## src/rtl/core/rvtp_pkg.sv

```systemverilog
`default_nettype none
// ----------------------------------------------------------------------------
// rvtp_pkg
// Shared widths, codes and types of the reflux valve time proportioner.
// ----------------------------------------------------------------------------
package rvtp_pkg;

   // register and field widths
   localparam int RATIO_W  = 16;   // reflux ratio, unsigned Q8.8
   localparam int PERIOD_W = 12;   // cycle period in seconds
   localparam int CSR_W    = 16;   // widest register
   localparam int CSR_AW   = 1;    // register index width

   // span arithmetic widths
   localparam int TOTAL_W  = 22;   // period * 1000 fits 22 bits
   localparam int NUM_W    = TOTAL_W + RATIO_W;   // total * ratio
   localparam int DVD_W    = NUM_W + 1;           // plus rounding term
   localparam int DEN_W    = RATIO_W + 1;         // ratio + 1.0
   localparam int Q_W      = TOTAL_W;             // quotient never exceeds total

   localparam int MS_PER_S = 1000;
   localparam int Q8_ONE   = 256;

   // register indexes
   localparam logic [CSR_AW-1:0] CSR_RATIO  = 1'd0;
   localparam logic [CSR_AW-1:0] CSR_PERIOD = 1'd1;

   // work mode codes
   localparam logic [1:0] MODE_OTHER   = 2'd0;
   localparam logic [1:0] MODE_RECT    = 2'd1;
   localparam logic [1:0] MODE_DISTILL = 2'd2;

   // column phase codes
   localparam logic [1:0] PH_HEADS = 2'd0;
   localparam logic [1:0] PH_BODY  = 2'd1;
   localparam logic [1:0] PH_TAILS = 2'd2;
   localparam logic [1:0] PH_OTHER = 2'd3;

   // divider status toward the sequencer
   typedef struct packed {
      logic           busy;
      logic           done;
      logic [Q_W-1:0] quotient;
   } div_result_type;

endpackage
`default_nettype wire

```

## src/rtl/core/rvtp_div.sv

```systemverilog
`default_nettype none
// ----------------------------------------------------------------------------
// rvtp_div
// Restoring serial divider, one quotient bit per cycle. The caller
// guarantees that the quotient fits Q_W bits, so only Q_W steps are run.
// ----------------------------------------------------------------------------
module rvtp_div (
   input  wire logic                        clock,
   input  wire logic                        reset,
   input  wire logic                        start,
   input  wire logic [rvtp_pkg::DVD_W-1:0]  dividend,
   input  wire logic [rvtp_pkg::DEN_W-1:0]  divisor,
   output rvtp_pkg::div_result_type         result
);
   import rvtp_pkg::*;

   localparam int STEP_W = $clog2(Q_W);

   logic              busy_ff, busy_in;
   logic              done_ff, done_in;
   logic [STEP_W-1:0] cnt_ff, cnt_in;
   logic [DEN_W-1:0]  rem_ff, rem_in;
   logic [Q_W-1:0]    quo_ff, quo_in;
   logic [DEN_W-1:0]  den_ff, den_in;
   logic [DEN_W:0]    shifted;
   logic [DEN_W:0]    trial;

   // one trial subtraction per cycle
   assign shifted = {rem_ff, quo_ff[Q_W-1]};
   assign trial   = shifted - {1'b0, den_ff};

   always_comb begin
      busy_in = busy_ff;
      done_in = 1'b0;
      cnt_in  = cnt_ff;
      rem_in  = rem_ff;
      quo_in  = quo_ff;
      den_in  = den_ff;
      if (start) begin
         busy_in = 1'b1;
         cnt_in  = '0;
         rem_in  = dividend[DVD_W-1:Q_W];
         quo_in  = dividend[Q_W-1:0];
         den_in  = divisor;
      end else if (busy_ff) begin
         // restore drops only a zero top bit: a failed trial means shifted < den
         rem_in = trial[DEN_W] ? shifted[DEN_W-1:0] : trial[DEN_W-1:0];
         quo_in = {quo_ff[Q_W-2:0], ~trial[DEN_W]};
         cnt_in = cnt_ff + 1'b1;
         if (cnt_ff == STEP_W'(Q_W - 1)) begin
            busy_in = 1'b0;
            done_in = 1'b1;
         end
      end
   end

   // control state
   always_ff @(posedge clock) begin
      if (reset) begin
         busy_ff <= 1'b0;
         done_ff <= 1'b0;
      end else begin
         busy_ff <= busy_in;
         done_ff <= done_in;
      end
   end

   // datapath
   always_ff @(posedge clock) begin
      cnt_ff <= cnt_in;
      rem_ff <= rem_in;
      quo_ff <= quo_in;
      den_ff <= den_in;
   end

   assign result.busy     = busy_ff;
   assign result.done     = done_ff;
   assign result.quotient = quo_ff;

endmodule
`default_nettype wire

```

## src/rtl/core/reflux_valve_time_proportioner.sv

```systemverilog
`default_nettype none
// ----------------------------------------------------------------------------
// reflux_valve_time_proportioner
// Time-proportional reflux valve drive for a rectification column.
// ----------------------------------------------------------------------------
// Each request beat is one millisecond tick with the run, pause, mode and
// column phase status; each tick yields exactly one response beat with the
// valve drive and the cycle phase. After acceptance the sequencer runs a
// multiply state each for the total and the dividend, a load state, 22 steps
// of the serial divider that forms ceil(period*1000*ratio/(ratio+1)), a wait
// state that captures the quotient and a decision state. The block takes no
// new tick until the response register is free for the current one. The user
// must write registers over the csr port only while idle; the block does not
// enforce it. Writing either register restarts the reflux/collect cycle.
// ----------------------------------------------------------------------------
module reflux_valve_time_proportioner #(
   parameter int COUNTER_BITS = 32
) (
   input  wire logic                          clock,
   input  wire logic                          reset,
   // request: running, paused, work_mode[1:0], column_phase[1:0], zero pad
   input  wire logic                          req_tvalid,
   output logic                               req_tready,
   input  wire logic [7:0]                    req_tdata,
   // response: valve_open, collect_phase, zero pad
   output logic                               rsp_tvalid,
   input  wire logic                          rsp_tready,
   output logic [7:0]                         rsp_tdata,
   // register write port
   input  wire logic                          csr_wr_en,
   input  wire logic [rvtp_pkg::CSR_AW-1:0]   csr_addr,
   input  wire logic [rvtp_pkg::CSR_W-1:0]    csr_wdata
);
   import rvtp_pkg::*;

   localparam int CMP_W = (COUNTER_BITS > Q_W) ? COUNTER_BITS : Q_W;

   // sequencer codes
   localparam logic [2:0] S_IDLE  = 3'd0;
   localparam logic [2:0] S_MUL   = 3'd1;
   localparam logic [2:0] S_NUM   = 3'd2;
   localparam logic [2:0] S_START = 3'd3;
   localparam logic [2:0] S_WAIT  = 3'd4;
   localparam logic [2:0] S_OUT   = 3'd5;

   logic [2:0]              state_ff, state_in;
   logic [RATIO_W-1:0]      ratio_ff, ratio_in;
   logic [PERIOD_W-1:0]     period_ff, period_in;
   logic                    valve_ff, valve_in;
   logic                    phase_ff, phase_in;
   logic                    switched_ff, switched_in;
   logic [COUNTER_BITS-1:0] ms_ff, ms_in;
   logic                    rsp_valid_ff, rsp_valid_in;
   logic                    rsp_valve_ff, rsp_valve_in;
   logic                    rsp_phase_ff, rsp_phase_in;

   logic                    running_ff, paused_ff;
   logic [1:0]              mode_ff, col_ff;
   logic [TOTAL_W-1:0]      total_ff;
   logic [DVD_W-1:0]        num_ff;
   logic [Q_W-1:0]          reflux_ff;

   logic                    req_beat;
   logic                    out_free;
   logic [NUM_W-1:0]        product;
   logic [Q_W-1:0]          span;
   logic                    span_reached;
   logic                    div_start;
   div_result_type          div_res;

   assign req_beat   = req_tvalid && req_tready;
   assign req_tready = (state_ff == S_IDLE);
   assign out_free   = !rsp_valid_ff || rsp_tready;
   assign div_start  = (state_ff == S_START);

   // dividend term: total * ratio, rounded up by adding den - 1
   assign product = NUM_W'(total_ff) * NUM_W'(ratio_ff);

   // span of the current phase against the elapsed time
   assign span = phase_ff ? (total_ff - reflux_ff) : reflux_ff;
   assign span_reached = CMP_W'(ms_ff) >= CMP_W'(span);

   rvtp_div u_div (
      .clock    (clock),
      .reset    (reset),
      .start    (div_start),
      .dividend (num_ff),
      .divisor  (DEN_W'(ratio_ff) + DEN_W'(Q8_ONE)),
      .result   (div_res)
   );

   // sequencer and cycle state
   always_comb begin
      state_in     = state_ff;
      ratio_in     = ratio_ff;
      period_in    = period_ff;
      valve_in     = valve_ff;
      phase_in     = phase_ff;
      switched_in  = switched_ff;
      ms_in        = ms_ff;
      rsp_valid_in = rsp_valid_ff;
      rsp_valve_in = rsp_valve_ff;
      rsp_phase_in = rsp_phase_ff;

      if (rsp_valid_ff && rsp_tready)
         rsp_valid_in = 1'b0;

      // register writes restart the cycle
      if (csr_wr_en) begin
         unique case (csr_addr)
            CSR_RATIO:  ratio_in  = csr_wdata[RATIO_W-1:0];
            CSR_PERIOD: period_in = csr_wdata[PERIOD_W-1:0];
            default: ;
         endcase
         phase_in    = 1'b0;
         switched_in = 1'b0;
         ms_in       = '0;
      end

      unique case (state_ff)
         S_IDLE: begin
            if (req_beat) begin
               // saturating millisecond count
               if (ms_ff != '1)
                  ms_in = ms_ff + 1'b1;
               state_in = S_MUL;
            end
         end
         S_MUL:   state_in = S_NUM;
         S_NUM:   state_in = S_START;
         S_START: state_in = S_WAIT;
         S_WAIT: begin
            if (div_res.done)
               state_in = S_OUT;
         end
         S_OUT: begin
            if (out_free) begin
               if (running_ff && !paused_ff) begin
                  if (mode_ff == MODE_RECT && col_ff == PH_BODY) begin
                     if (ratio_ff == '0) begin
                        valve_in = 1'b1;
                     end else if (!switched_ff || span_reached) begin
                        phase_in    = !phase_ff;
                        valve_in    = !phase_ff;
                        switched_in = 1'b1;
                        ms_in       = '0;
                     end
                  end else if ((mode_ff == MODE_RECT &&
                                (col_ff == PH_HEADS || col_ff == PH_TAILS)) ||
                               mode_ff == MODE_DISTILL) begin
                     valve_in = 1'b1;
                  end else if (mode_ff == MODE_RECT) begin
                     valve_in = 1'b0;
                  end
               end else begin
                  valve_in = 1'b0;
               end
               rsp_valid_in = 1'b1;
               rsp_valve_in = valve_in;
               rsp_phase_in = phase_in;
               state_in     = S_IDLE;
            end
         end
         default: state_in = S_IDLE;
      endcase
   end

   // control state
   always_ff @(posedge clock) begin
      if (reset) begin
         state_ff     <= S_IDLE;
         ratio_ff     <= RATIO_W'(1280);
         period_ff    <= PERIOD_W'(60);
         valve_ff     <= 1'b0;
         phase_ff     <= 1'b0;
         switched_ff  <= 1'b0;
         ms_ff        <= '0;
         rsp_valid_ff <= 1'b0;
      end else begin
         state_ff     <= state_in;
         ratio_ff     <= ratio_in;
         period_ff    <= period_in;
         valve_ff     <= valve_in;
         phase_ff     <= phase_in;
         switched_ff  <= switched_in;
         ms_ff        <= ms_in;
         rsp_valid_ff <= rsp_valid_in;
      end
   end

   // payload and arithmetic operands
   always_ff @(posedge clock) begin
      rsp_valve_ff <= rsp_valve_in;
      rsp_phase_ff <= rsp_phase_in;
      if (req_beat) begin
         running_ff <= req_tdata[0];
         paused_ff  <= req_tdata[1];
         mode_ff    <= req_tdata[3:2];
         col_ff     <= req_tdata[5:4];
      end
      if (state_ff == S_MUL)
         total_ff <= TOTAL_W'(period_ff) * TOTAL_W'(MS_PER_S);
      if (state_ff == S_NUM)
         num_ff <= DVD_W'(product) + DVD_W'(ratio_ff) + DVD_W'(Q8_ONE - 1);
      if (state_ff == S_WAIT && div_res.done)
         reflux_ff <= div_res.quotient;
   end

   assign rsp_tvalid = rsp_valid_ff;
   assign rsp_tdata  = {6'b0, rsp_phase_ff, rsp_valve_ff};

endmodule
`default_nettype wire

```

## config.mk

```make
export PLATFORM = sky130hd
export DESIGN_NAME = reflux_valve_time_proportioner
export DESIGN_NICKNAME = d
export VERILOG_FILES = /design/src/rtl/core/rvtp_pkg.sv /design/src/rtl/core/rvtp_div.sv /design/src/rtl/core/reflux_valve_time_proportioner.sv
export SDC_FILE = /design/constraint.sdc
export NUM_CORES = 1
export LEC_CHECK = 0
export BUFFER_PORTS_ARGS = -buffer_cell sky130_fd_sc_hd__buf_2
export CORE_ASPECT_RATIO = 0.9
export CORE_MARGIN = 10
export CORE_UTILIZATION = 44
export DETAILED_ROUTE_END_ITERATION = 10
export HOLD_SLACK_MARGIN = 0.06
export PLACE_DENSITY_LB_ADDON = 0.08
export SYNTH_ARGS = -nofsm -noshare
export SYNTH_HDL_FRONTEND = slang
export SYNTH_SLANG_ARGS = --single-unit
```

## constraint.sdc

```tcl
create_clock -name clock -period 20.2 [get_ports clock]
set_clock_uncertainty 0.1 [all_clocks]
set_input_delay 2.02 -clock clock [delete_from_list [all_inputs] [get_ports clock]]
set_output_delay 2.02 -clock clock [all_outputs]
set_load 0.01 [all_outputs]
```

## Yosys cells after proc, flatten, opt, wreduce, memory -nomap -nowiden

Cells that the tools add are included.

- Flip-flop bits (word level): 218
- Latch bits: 0
- RAM bits: 0
- ROM bits: 0
- Memories: 0

- $add $sub $neg: 7
- Multiply operators: 2
- Divide/modulo/power cells: 0
- Order comparisons: 1
- Equality and inequality tests: 14
- Shift-type cells: 0
- Muxes and demuxes: 46
- Bitwise logic cells: 3
- Reduce and logical (&&, ||, !) cells: 23

Operators with widths:

| kind | count |
|---|---|
| $mux W32 | 8 |
| $mux W22 | 3 |
| $pmux W32 S2 | 1 |
| $mux W17 | 3 |
| $add A38 B16 Y39 | 1 |
| $add A39 B8 Y39 const B | 1 |
| $mul A19 B16 Y35 | 1 |
| $add A32 B1 Y32 const B | 1 |
| $ge A32 B22 Y1 | 1 |
| $ne A32 B32 Y1 const B | 1 |
| $mux W1 | 27 |
| $sub A22 B22 Y22 | 1 |
| $mul A12 B7 Y19 const B | 1 |
| $pmux W3 S6 | 1 |
| $sub A18 B17 Y18 | 1 |
| $add A16 B9 Y17 const B | 1 |
| $logic_not A16 Y1 | 1 |
| $mux W3 | 3 |
| $eq A3 B2 Y1 const B | 2 |
| $eq A3 B3 Y1 const B | 2 |
| $logic_and A1 B1 Y1 | 6 |
| $reduce_and A2 Y1 | 3 |
| $add A5 B1 Y5 const B | 1 |
| $eq A5 B5 Y1 const B | 1 |
| 13 further kinds | 24 |

## Depth between registers and ports, before layout

Gate-level depths: netlist of the first run.

- Depth in word-level cells: 10
- Gate-level depth with buffers: 32
- Depth with buffers taken out: 31

## By module

Synthesis of the first run repeated with hierarchy kept, for this count alone.

- Cells, all modules: 2648
- Area total of the unflattened synthesis: 24706.2 µm²

Modules (own cells, without submodules):

| module | times used | cells an instance | area an instance (µm²) |
|---|---|---|---|
| reflux_valve_time_proportioner | 1 | 2327 | 21095.2 |
| rvtp_div | 1 | 321 | 3611.0 |

## Least setup slack after synthesis of the first run

Ideal clock, no wire load.

- Path type: register to register
- Start: register total_ff[11]
- End: register num_ff[37] (data pin)
- Library setup time: 0.262 ns
- Arrival: 6.869 ns
- Path slack: 12.969 ns
- Cell stages (with the launch flop): 27
- Path buffers: 1
- Period minus slack after synthesis: 7.231 ns
- Cells stage by stage: edfxtp_1 > clkbuf_1 > nand2_1 > fa_1 > fa_1 > fa_1 > fa_1 > inv_1 > fa_1 > inv_1 > fa_1 > inv_1 > ha_1 > nand3_1 > nor2_1 > a21oi_1 > nand2_1 > xor2_1 > ha_1 > ha_1 > o31a_1 > o41a_1 > and3_1 > nand3_1 > or3b_4 > nor3_2 > xnor2_1

- Word-level cells in the longest chain between the ends: 3

Ends and longest elaborated chain:

| element | RTL line | text |
|---|---|---|
| start: declaration | reflux_valve_time_proportioner.sv:59 | `logic [TOTAL_W-1:0] total_ff;` |
| start signal: assignment | reflux_valve_time_proportioner.sv:202 | `total_ff <= TOTAL_W'(period_ff) * TOTAL_W'(MS_PER_S);` |
| $mul A19 B16 Y35 | reflux_valve_time_proportioner.sv:77 | `assign product = NUM_W'(total_ff) * NUM_W'(ratio_ff);` |
| $add A38 B16 Y39 | reflux_valve_time_proportioner.sv:204 | `num_ff <= DVD_W'(product) + DVD_W'(ratio_ff) + DVD_W'(Q8_ONE - 1);` |
| $add A39 B8 Y39 | reflux_valve_time_proportioner.sv:204 |  |
| end signal: assignment | reflux_valve_time_proportioner.sv:204 |  |
| end: declaration | reflux_valve_time_proportioner.sv:60 | `logic [DVD_W-1:0] num_ff;` |

Every way passes these cells.
A chain may end at the register's enable or synchronous reset.

## Worst setup path after layout of the first run

- Start: register ratio_ff[3]
- End: register num_ff[37] (data pin)

- Word-level cells in the longest chain between the ends: 3

Ends and longest elaborated chain:

| element | RTL line | text |
|---|---|---|
| start: declaration | reflux_valve_time_proportioner.sv:47 | `logic [RATIO_W-1:0] ratio_ff, ratio_in;` |
| start signal: assignment | reflux_valve_time_proportioner.sv:181 | `ratio_ff <= ratio_in;` |
| $mul A19 B16 Y35 | reflux_valve_time_proportioner.sv:77 |  |
| $add A38 B16 Y39 (*) | reflux_valve_time_proportioner.sv:204 |  |
| $add A39 B8 Y39 (*) | reflux_valve_time_proportioner.sv:204 |  |

Mark *: on every way between the ends. The rest lies on a longest branch, timed or not.

==> metrics.yaml, run 1 <==
synthesis:
  yosys_register_bits: 218
  synth-simple-area-share_pct: 16.5
  yosys-top-cells-count: "398 x inv_1, 385 x nand2_1, 276 x fa_1"
  synth.top_cell.area_share_pct: 23.0
  ys_seq_area_share_pct: 24.2
  synth_compound_area_share_pct: 9.58
  synthArstFlopShare_pct: 0
  synthFlopType: "edfxtp_1"
  synth_xor_area_share_pct: 4.41
  synth_top_family_by_area: "adder cells"
  syn_area_per_cell_um2: 9.26
  syn_area_um2: 24000
  synth_edf_count: 144
  yosysMostFrequentCell: "inv_1"
  synthMuxAreaShare_pct: 1.49
  synth_top_area_cell: "fa_1"
  ys_types: 77
  synth_area_leaders: "fa_1 23%, edfxtp_1 18%, ha_1 13%"
  synth_fa_ha_area_share_pct: 35.8
  yosysWarningCount: 0
  syn_inst: 2592
layout:
  drive_gt1_share_pct: 4.99
  diodes: 0
  syn_to_final_growth_pct: 7.32
  finish.utilization_pct: 47.5
  layout.nets: 3135
sta:
  period_minus_slack_ns: 8.63
  rsz0062_at_grt: "no"
  worstMarginPinSlew_ns: 1.23
  report.final.slew_viol_count: 0
  hold_viol_final: 0
  setup_tns_ns: 0
  relSlewSlack_pct: 17.9
  fin_crit_sh_pct: 42.7
  setup_viol: 0
  max_freq_mhz: 116
drt:
  vias: 17800
  ant_nets: 0
  firstDrtPassIters: 7
  vias_per_cell: 5.39
  drt_iter0_drc: 1079
  drc: 0
  wl_mm: 61.8
  drt-wirelength-per-cell_um: 18.7
global_routing:
  overflow: 0
  antenna_found_initial: 1
  grt_usage_pct: 19.4
  grt_pass1_wl_mm: 101
  grt_pass1_vias: 18400
  grt_max_degree: 74
worst_setup_path:
  ff2ff_path_depth: 25
  r2r_start: "ratio_ff[3]$_SDFFE_PP0P_"
  cp-end-kind: "flip-flop"
  critPathMaxStageDelay_ns: 1.11
  cp_max_fo: 23
  critPathKind: "reg2reg"
  crit_path_top_delay_cell: "dfxtp_1"
  r2r-end: "num_ff[37]$_DFFE_PP_"
  worstPathRequired_ns: 20.41
  rrSetupSlack_ns: 11.57
  arrival_ns: 8.84
  cp_top_family: "adder cells"
  cpMostUsedCell: "fa_1"
  crit_path_start_kind: "flip-flop"
  path_buf_inv: 3
hold_path:
  hold_class: "reg2reg"
  min_from: "u_div.quo_ff[4]$_DFFE_PP_"
  hold_path_end: "reflux_ff[4]$_DFFE_PP_"
  min_path_cells: 0
clocking:
  cts_setup_buffers: 0
  cts_resized: 0
  htreeDepth: 1
  clk_path_buf_depth: 3
  numCtsBuffers: 28
  clk_latency_ns: 0.58
  cts_tree: "yes"
  cts_hold_buf: 0
  cts_root_buffer: "clkbuf_16"
  cts.sinks: 218
  clk_pin_slew_worst_paths_ns: 0.07
floorplan:
  core-area_um2: 54200
  ios: 40
  initial_core_util_pct: 44.3
  die-area_um2: 64300
  die_x_um: 266
  rows: 81
  die_h_um: 242
job:
  maxCapViolCount: 0
power_and_ir_drop:
  ir_worst_vdd_mv: 0.145
  power.leakage_nw: 11.7
  total_power_mw: 3.60
  powerDensity_nw_per_um2: 140
placement:
  port_buffers: 31
  dp_hpwl_mm: 46.2
  gp_congestion: 0.825
run_status:
  status: "finished clean"
placed cells by master (no fill, tap or decap), drive strengths merged, types with 6 or more instances in the layout:
cell      n
nand3    46
fa      276
and2    132
a311oi    7
mux2i    30
o21a     14
o22ai     8
a31oi    22
inv     400
ha      245
a21oi   122
buf      57
o21ai    70
o21bai   13
xnor2    83
conb      6
dfxtp    74
clkbuf   33
a211oi   13
xor2     37
nand2   385
o211ai    8
nor2    105
nand2b   22
nor2b    15
or3      11
and4      6
and3     19
nand4    19
or2       6
nand3b    8
a21o     32
clkinv   16
o31ai    11
nor3     30
nor4      8
edfxtp  144
through the flow:
stage                     instance area (um2)  hold WS (ns)  cells  setup slack, ns
after CTS                               25800         0.346   3310            11.57
after global placement                  24900         0.338   3259            11.61
after detailed placement                24900         0.334   3259            11.59
after floorplan                         24000         0.326   2597            12.97
final                                   25800         0.343   3310            11.57
after global routing                    25800         0.362   3310            11.09
worst reg2reg max path, stage by stage (launching register included):
cell and delay [ns]:
dfxtp_1 1.11, nand2_1 0.21, fa_1 0.62, fa_1 0.45
fa_1 0.51, fa_1 0.50, inv_1 0.06, fa_1 0.53
inv_1 0.06, fa_1 0.54, inv_1 0.05, ha_1 0.38
nand3_1 0.18, nor2_1 0.05, a21oi_1 0.45, nand2_1 0.16
xor2_1 0.18, ha_1 0.29, ha_1 0.34, o31a_1 0.15
o41a_1 0.28, and3_1 0.25, nand3_1 0.14, or3b_4 0.47
nor3_2 0.22, xnor2_1 0.11
layer usage:
metal / track usage, % / up-vias / share of wire (%)
met3: 1.67 / 82 / 3.7
met2: 33.3 / 338 / 48
li1: - / 8463 / -
met4: 4.48 / 0 / 2.0
met5: 0 / - / 0
met1: 26.1 / 8958 / 46
power breakdown:
part	switching (mW)	internal [mW]	total (mW)
Clock	0.209	0.287	0.496
Sequential	0.0808	0.608	0.688
Combinational	1.43	0.980	2.41
Total	1.72	1.87	3.60
registers in the layout (all words and copies together), names as in the netlist, 2 cells and up:
register	cells
mode_ff	2
u_div.quo_ff	22
ms_ff	32
u_div.rem_ff	17
reflux_ff	22
total_ff	19
state_ff	3
ratio_ff	16
period_ff	12
col_ff	2
u_div.den_ff	17
num_ff	39
u_div.cnt_ff	5
logic make-up (layout without fill, tap and decap cells):
group / after synthesis / in the layout
multiplexers: 35 / 35
AO/OA/AOI/OAI: 362 / 362
other: 1 / 6
adder cells (fa/ha/maj): 521 / 521
buffers and inverters: 502 / 510
flip-flops: 218 / 218
XOR/XNOR: 120 / 120
AND/OR/NAND/NOR: 833 / 833
how the worst max path moves through the flow:
stage | from | to | slack (ns) | cells after the start
floorplan | total_ff[11]$_DFFE_PP_ | num_ff[37]$_DFFE_PP_ | 12.97 | 26
global placement | total_ff[8]$_DFFE_PP_ | num_ff[37]$_DFFE_PP_ | 11.61 | 26
detailed placement | total_ff[8]$_DFFE_PP_ | num_ff[37]$_DFFE_PP_ | 11.59 | 26
CTS | total_ff[8]$_DFFE_PP_ | num_ff[37]$_DFFE_PP_ | 11.57 | 26
global route | ratio_ff[3]$_SDFFE_PP0P_ | num_ff[37]$_DFFE_PP_ | 11.09 | 25
finish | ratio_ff[3]$_SDFFE_PP0P_ | num_ff[37]$_DFFE_PP_ | 11.57 | 25
layout make-up:
cell class                      instances  area, um2
Tap cell                              705        882
Clock inverter                         18        163
Inverter                              402       1510
Clock buffer                           33        739
Fill cell                            5210      28500
Sequential cell                       218       5810
Timing Repair Buffer                   57        350
Multi-Input combinational cell       1877      16300
No activity file was read; power rests on OpenSTA's default activity.
==> inputs of run 2 (changes only) <==
clock period = 7.2 ns   (was 20.2 ns; I/O delays follow)
==> metrics.yaml, run 2 (same netlist as run 1, synthesis figures left out) <==
sta:
  period_minus_slack_ns: 7.04  # -1.58 ns
  max_freq_mhz: 142  # +22%
  rsz0062_at_grt: "yes"
  report.final.slew_viol_count: 0  # unchanged
  worstMarginPinSlew_ns: 1.21  # -0.0187 ns
  fin_crit_sh_pct: 97.8  # +55 points
  hold_viol_final: 0  # unchanged
  setup_viol: 0  # unchanged
  relSlewSlack_pct: 18.9  # +1.1 points
floorplan:
  core-area_um2: 54200  # unchanged
  die-area_um2: 64300  # unchanged
  die_x_um: 266  # unchanged
  ios: 40  # unchanged
  rows: 81  # unchanged
  initial_core_util_pct: 44.3  # unchanged
  die_h_um: 242  # unchanged
layout:
  reg_top3: "num_ff x39, ms_ff x32"
  drive_gt1_share_pct: 14.6  # +9.6 points
  layout.cells.most_common_list: "389 x inv_1, 381 x nand2_1, 270 x fa_1"
  largest_reg_flops: 39  # unchanged
  fillers: 5092  # -2.3%
  final_area_um2: 27900  # +8.1%
  syn_to_final_growth_pct: 16.0
  final_common_cell: "inv_1"
  finish.utilization_pct: 51.4  # +3.9 points
  multiInputGateArea_um2: 16900  # +3.4%
  final_cells: 3490  # +5.4%
  layout.nets: 3312  # +5.6%
  regMostFlops: "num_ff"
  final-seq-area_um2: 5820  # +0.30%
global_routing:
  grt_usage_pct: 19.6  # +0.22 points
  grt_max_degree: 74  # unchanged
  antenna_found_initial: 3  # +2
  grt_pass1_wl_mm: 102  # +1.4%
  grt_pass1_vias: 19000  # +3.3%
  overflow: 0  # unchanged
power_and_ir_drop:
  total_power_mw: 12.9  # +260%
  powerDensity_nw_per_um2: 464  # +230%
  ir_worst_vdd_mv: 0.515  # +250%
  power.leakage_nw: 12.6  # +8.2%
placement:
  placed_area_um2: 26000  # +4.4%
  gp_congestion: 0.849  # +2.9%
  dp_hpwl_mm: 50.0  # +8.2%
  dp_cells: 3398  # +4.3%
  port_buffers: 31  # unchanged
worst_setup_path:
  worstPathRequired_ns: 7.41  # -13.00 ns
  cp_max_fo: 4  # -83%
  crit_path_start_kind: "flip-flop"
  cp-end-kind: "flip-flop"
  arrival_ns: 7.26  # -1.58 ns
  critPathKind: "reg2reg"
drt:
  vias: 18300  # +2.7%
  drc: 0  # unchanged
  drt_iter0_drc: 1126  # +4.4%
  vias_per_cell: 5.25  # -2.6%
  firstDrtPassIters: 5  # -2
  drt-wirelength-per-cell_um: 18.0  # -3.8%
  wl_mm: 62.7  # +1.5%
  ant_nets: 0  # unchanged
clocking:
  cts_root_buffer: "clkbuf_16"
  htreeDepth: 1  # unchanged
  cts.sinks: 218  # unchanged
  numCtsBuffers: 27  # -3.6%
  clk_latency_ns: 0.58  # about the same
  cts_tree: "yes"
  clk_pin_slew_worst_paths_ns: 0.06  # about the same
  clk_path_buf_depth: 3  # unchanged
job:
  maxCapViolCount: 0  # unchanged
hold_path:
  hold_class: "in2reg"
run_status:
  status: "finished clean"
==> run 2: changes by cell type in the layout (fill, tap and decap cells not counted), sizes merged <==
cell | previous run | this run
clkinvlp | 2 | 4
inv | 400 | 401
clkinv | 16 | 15
clkbuf | 33 | 28
buf | 57 | 235
bufinv | 2 | 4
diode | 0 | 3
==> run 2: report_power, final <==
group / internal (mW) / switching [mW] / leakage [nW]
registers: 1.70 / 0.0959 / 1.92
clock network: 0.846 / 0.593 / 0.454
logic: 4.67 / 5.02 / 10.2
==> run 2: critical path: stages (launching register included) <==
cell and delay [ns]:
edfxtp_1 0.41, buf_4 0.15, and2_1 0.16, fa_1 0.48, inv_1 0.06, fa_1 0.53, fa_1 0.46, fa_1 0.54
inv_2 0.04, fa_1 0.50, inv_2 0.04, fa_1 0.53, inv_2 0.05, ha_4 0.28, buf_6 0.10, nand2_1 0.04
o21a_1 0.22, nand2_2 0.11, xor2_2 0.20, ha_4 0.24, ha_4 0.26, o31a_1 0.13, o41a_1 0.17, and3_4 0.21
nand3_4 0.08, or3b_4 0.48, nor3_4 0.13, xnor2_1 0.09
==> run 2: cell type report <==
class	count	share of cell area, %
multi-input combinational	1877	60.5
sequential	218	20.9
timing repair buffer	235	6.60
inverter	402	5.42
tap	705	3.17
clock buffer	28	2.48
clock inverter	22	0.862
antenna	3	0.0270
==> run 2: what timing repair did <==
action / in CTS / in global routing
endpoints found under the setup margin: 9 / 17
pin swaps: 13 / 82
setup buffers: 9 / 30
gates resized for setup: 23 / 114
hold buffers: 0 / 0
==> run 2: layer usage <==
layer	track usage [%]	routed length, um	vias up
met3	2.15	2550	95
met5	0	13	-
met1	26.8	28700	9069
met4	5.26	1740	2
met2	32.6	29700	334
li1	-	-	8827
==> run 2: metrics by stage <==
step | TNS (ns) | setup WS (ns) | hold WS [ns]
finish | 0 | 0.155 | 0.229
global route | -0.265 | -0.103 | 0.211
CTS | 0 | 0.00784 | 0.197
detailed placement | -1.39 | -0.372 | 0.337
global placement | -0.976 | -0.286 | 0.341
floorplan | 0 | 0.0154 | 0.326
==> run 2: final timing paths <==
| kind | startpoint | endpoint | slack [ns] | depth (start not counted) |
|---|---|---|---|---|
| max | total_ff[10]$_DFFE_PP_ | num_ff[37]$_DFFE_PP_ | 0.16 | 27 |
| min | req_tdata[1] | paused_ff$_DFFE_PP_ | 0.23 | 1 |
| max reg2reg | total_ff[10]$_DFFE_PP_ | num_ff[37]$_DFFE_PP_ | 0.16 | 27 |
| min reg2reg | u_div.quo_ff[5]$_DFFE_PP_ | reflux_ff[5]$_DFFE_PP_ | 0.35 | 0 |
==> inputs of run 3 (changes only) <==
CORE_UTILIZATION = 60   (was 44)
CTS_BUF_LIST = sky130_fd_sc_hd__clkbuf_2 sky130_fd_sc_hd__clkbuf_4 sky130_fd_sc_hd__clkbuf_8   (was unset)
MAX_ROUTING_LAYER = met4   (was unset)
==> metrics.yaml, run 3 (same netlist as run 1, synthesis figures left out) <==
clocking:
  cts.sinks: 218  # unchanged
  cts_tree: "yes"
  clk_path_buf_depth: 3  # unchanged
  clk_latency_ns: 0.63  # +0.05 ns
  cts_hold_buf: 0  # unchanged
  cts_root_buffer: "clkbuf_8"
  htreeDepth: 2  # +1
  clk_pin_slew_worst_paths_ns: 0.06  # about the same
  numCtsBuffers: 40  # +48%
layout:
  final_area_um2: 27300  # -2.1%
  final_common_cell: "inv_1"
  diodes: 0  # -3
  reg_top3: "num_ff x39, ms_ff x32"
  largest_reg_flops: 39  # unchanged
  fillers: 3167  # -38%
  final-seq-area_um2: 5830  # about the same
  syn_to_final_growth_pct: 13.6
  regMostFlops: "num_ff"
  layout.nets: 3309  # -0.091%
  drive_gt1_share_pct: 14.4  # -0.27 points
  layout.cells.most_common_list: "387 x inv_1, 379 x nand2_1, 267 x fa_1"
  multiInputGateArea_um2: 16800  # -0.59%
worst_setup_path:
  crit_path_start_kind: "flip-flop"
  cp-end-kind: "flip-flop"
  critPathMaxStageDelay_ns: 0.57  # +0.03 ns
  arrival_ns: 7.29  # +0.03 ns
  crit_path_top_delay_cell: "fa_1"
  critPathKind: "reg2reg"
  worstPathRequired_ns: 7.45  # +0.04 ns
  cp_max_fo: 6  # +2
drt:
  vias: 18700  # +1.9%
  ant_nets: 0  # unchanged
  firstDrtPassIters: 7  # +2
  vias_per_cell: 5.63  # +7.2%
  drt-wirelength-per-cell_um: 18.0  # about the same
  drt_iter0_drc: 1096  # -2.7%
  drc: 0  # unchanged
  wl_mm: 59.6  # -5.0%
global_routing:
  antenna_found_initial: 0  # -3
  overflow: 0  # unchanged
  grt_usage_pct: 25.7  # +6.1 points
  grt_pass1_wl_mm: 98.1  # -3.8%
  grt_pass1_vias: 19300  # +1.8%
  grt_max_degree: 51  # -31%
floorplan:
  die_h_um: 210  # -13%
  core-area_um2: 39500  # -27%
  ios: 40  # unchanged
  rows: 69  # -15%
  die_x_um: 231  # -13%
  initial_core_util_pct: 60.7  # +16 points
  die-area_um2: 48400  # -25%
sta:
  fin_crit_sh_pct: 97.8  # about the same
  hold_viol_final: 0  # unchanged
  relSlewSlack_pct: 25.3  # +6.4 points
  setup_viol: 0  # unchanged
  finalHoldWorstSlack_ns: 0.192  # -0.0366 ns
  period_minus_slack_ns: 7.04  # -0.00281 ns
  fin_ws_ns: 0.158  # +0.00281 ns
  rsz0062_at_grt: "yes"
  worstMarginPinSlew_ns: 1.12  # -0.0928 ns
  max_freq_mhz: 142  # about the same
  setup_tns_ns: 0  # unchanged
  report.final.slew_viol_count: 0  # unchanged
placement:
  port_buffers: 31  # unchanged
  placed_area_um2: 25600  # -1.2%
  dp_hpwl_mm: 47.0  # -6.1%
  gp_congestion: 0.939  # +11%
  place_ws_ns: -0.102  # +0.270 ns
job:
  maxCapViolCount: 0  # unchanged
run_status:
  status: "finished clean"
power_and_ir_drop:
  ir_worst_vdd_mv: 0.628  # +22%
  power.leakage_nw: 12.5  # -0.79%
  powerDensity_nw_per_um2: 437  # -5.8%
  total_power_mw: 11.9  # -7.7%
hold_path:
  hold_class: "in2reg"
[run 3: cell count changes in the layout (fill, tap and decap cells not counted), moves of 4 or more]
cell | before | now
buf_4 | 176 | 162
clkinv_1 | 6 | 10
clkbuf_4 | 0 | 8
clkbuf_8 | 1 | 42
clkbuf_16 | 27 | 0
[run 3: final timing paths]
path | startpoint | endpoint | slack [ns] | depth (start not counted)
max | total_ff[10]$_DFFE_PP_ | num_ff[30]$_DFFE_PP_ | 0.16 | 29
min | req_tdata[3] | mode_ff[1]$_DFFE_PP_ | 0.19 | 1
max reg2reg | total_ff[10]$_DFFE_PP_ | num_ff[30]$_DFFE_PP_ | 0.16 | 29
min reg2reg | u_div.quo_ff[21]$_DFFE_PP_ | reflux_ff[21]$_DFFE_PP_ | 0.35 | 0
[run 3: timing repair]
item,CTS,global route
resized for setup,26,103
buffers inserted,10,22
pin swaps,23,98
endpoints found under the setup margin,9,16
[run 3: critical path, delay by kind of cell, from the launching register on]
kind                       cells  cell delay [ns]
adders and majority gates      9             3.40
buffers and inverters          8             0.90
AOI/OAI and AO/OA              4             0.89
and+or+nand+nor                6             0.76
DFF                            1             0.40
xor gates and xnor gates       2             0.28
[run 3: layout make-up]
class	instances	area share (%)
inverter	402	5.53
clock inverter	20	0.715
multi-input combinational	1877	61.4
sequential	218	21.4
timing repair buffer	219	6.18
clock buffer	50	2.34
tap	532	2.44
[run 3: layer usage]
| layer | up-vias | routed length (um) | track usage, % |
|---|---|---|---|
| met1 | 9264 | 25100 | 31.5 |
| li1 | 8812 | - | - |
| met4 | 0 | 2120 | 10.1 |
| met5 | - | 0 | - |
| met3 | 118 | 3120 | 3.61 |
| met2 | 482 | 29300 | 42.5 |
[run 3: per-stage QoR]
step | utilization, % | instances
after floorplan | - | 2597
after global placement | 64.8 | 3216
after detailed placement | 64.8 | 3216
after CTS | 67.4 | 3296
after global routing | 69.0 | 3318
final | 69.0 | 3318
[run 3: power breakdown]
group | switching (mW) | total, mW | internal, mW
combinational | 4.69 | 8.84 | 4.15
sequential | 0.101 | 1.81 | 1.71
clock | 0.580 | 1.28 | 0.701
total | 5.37 | 11.9 | 6.56
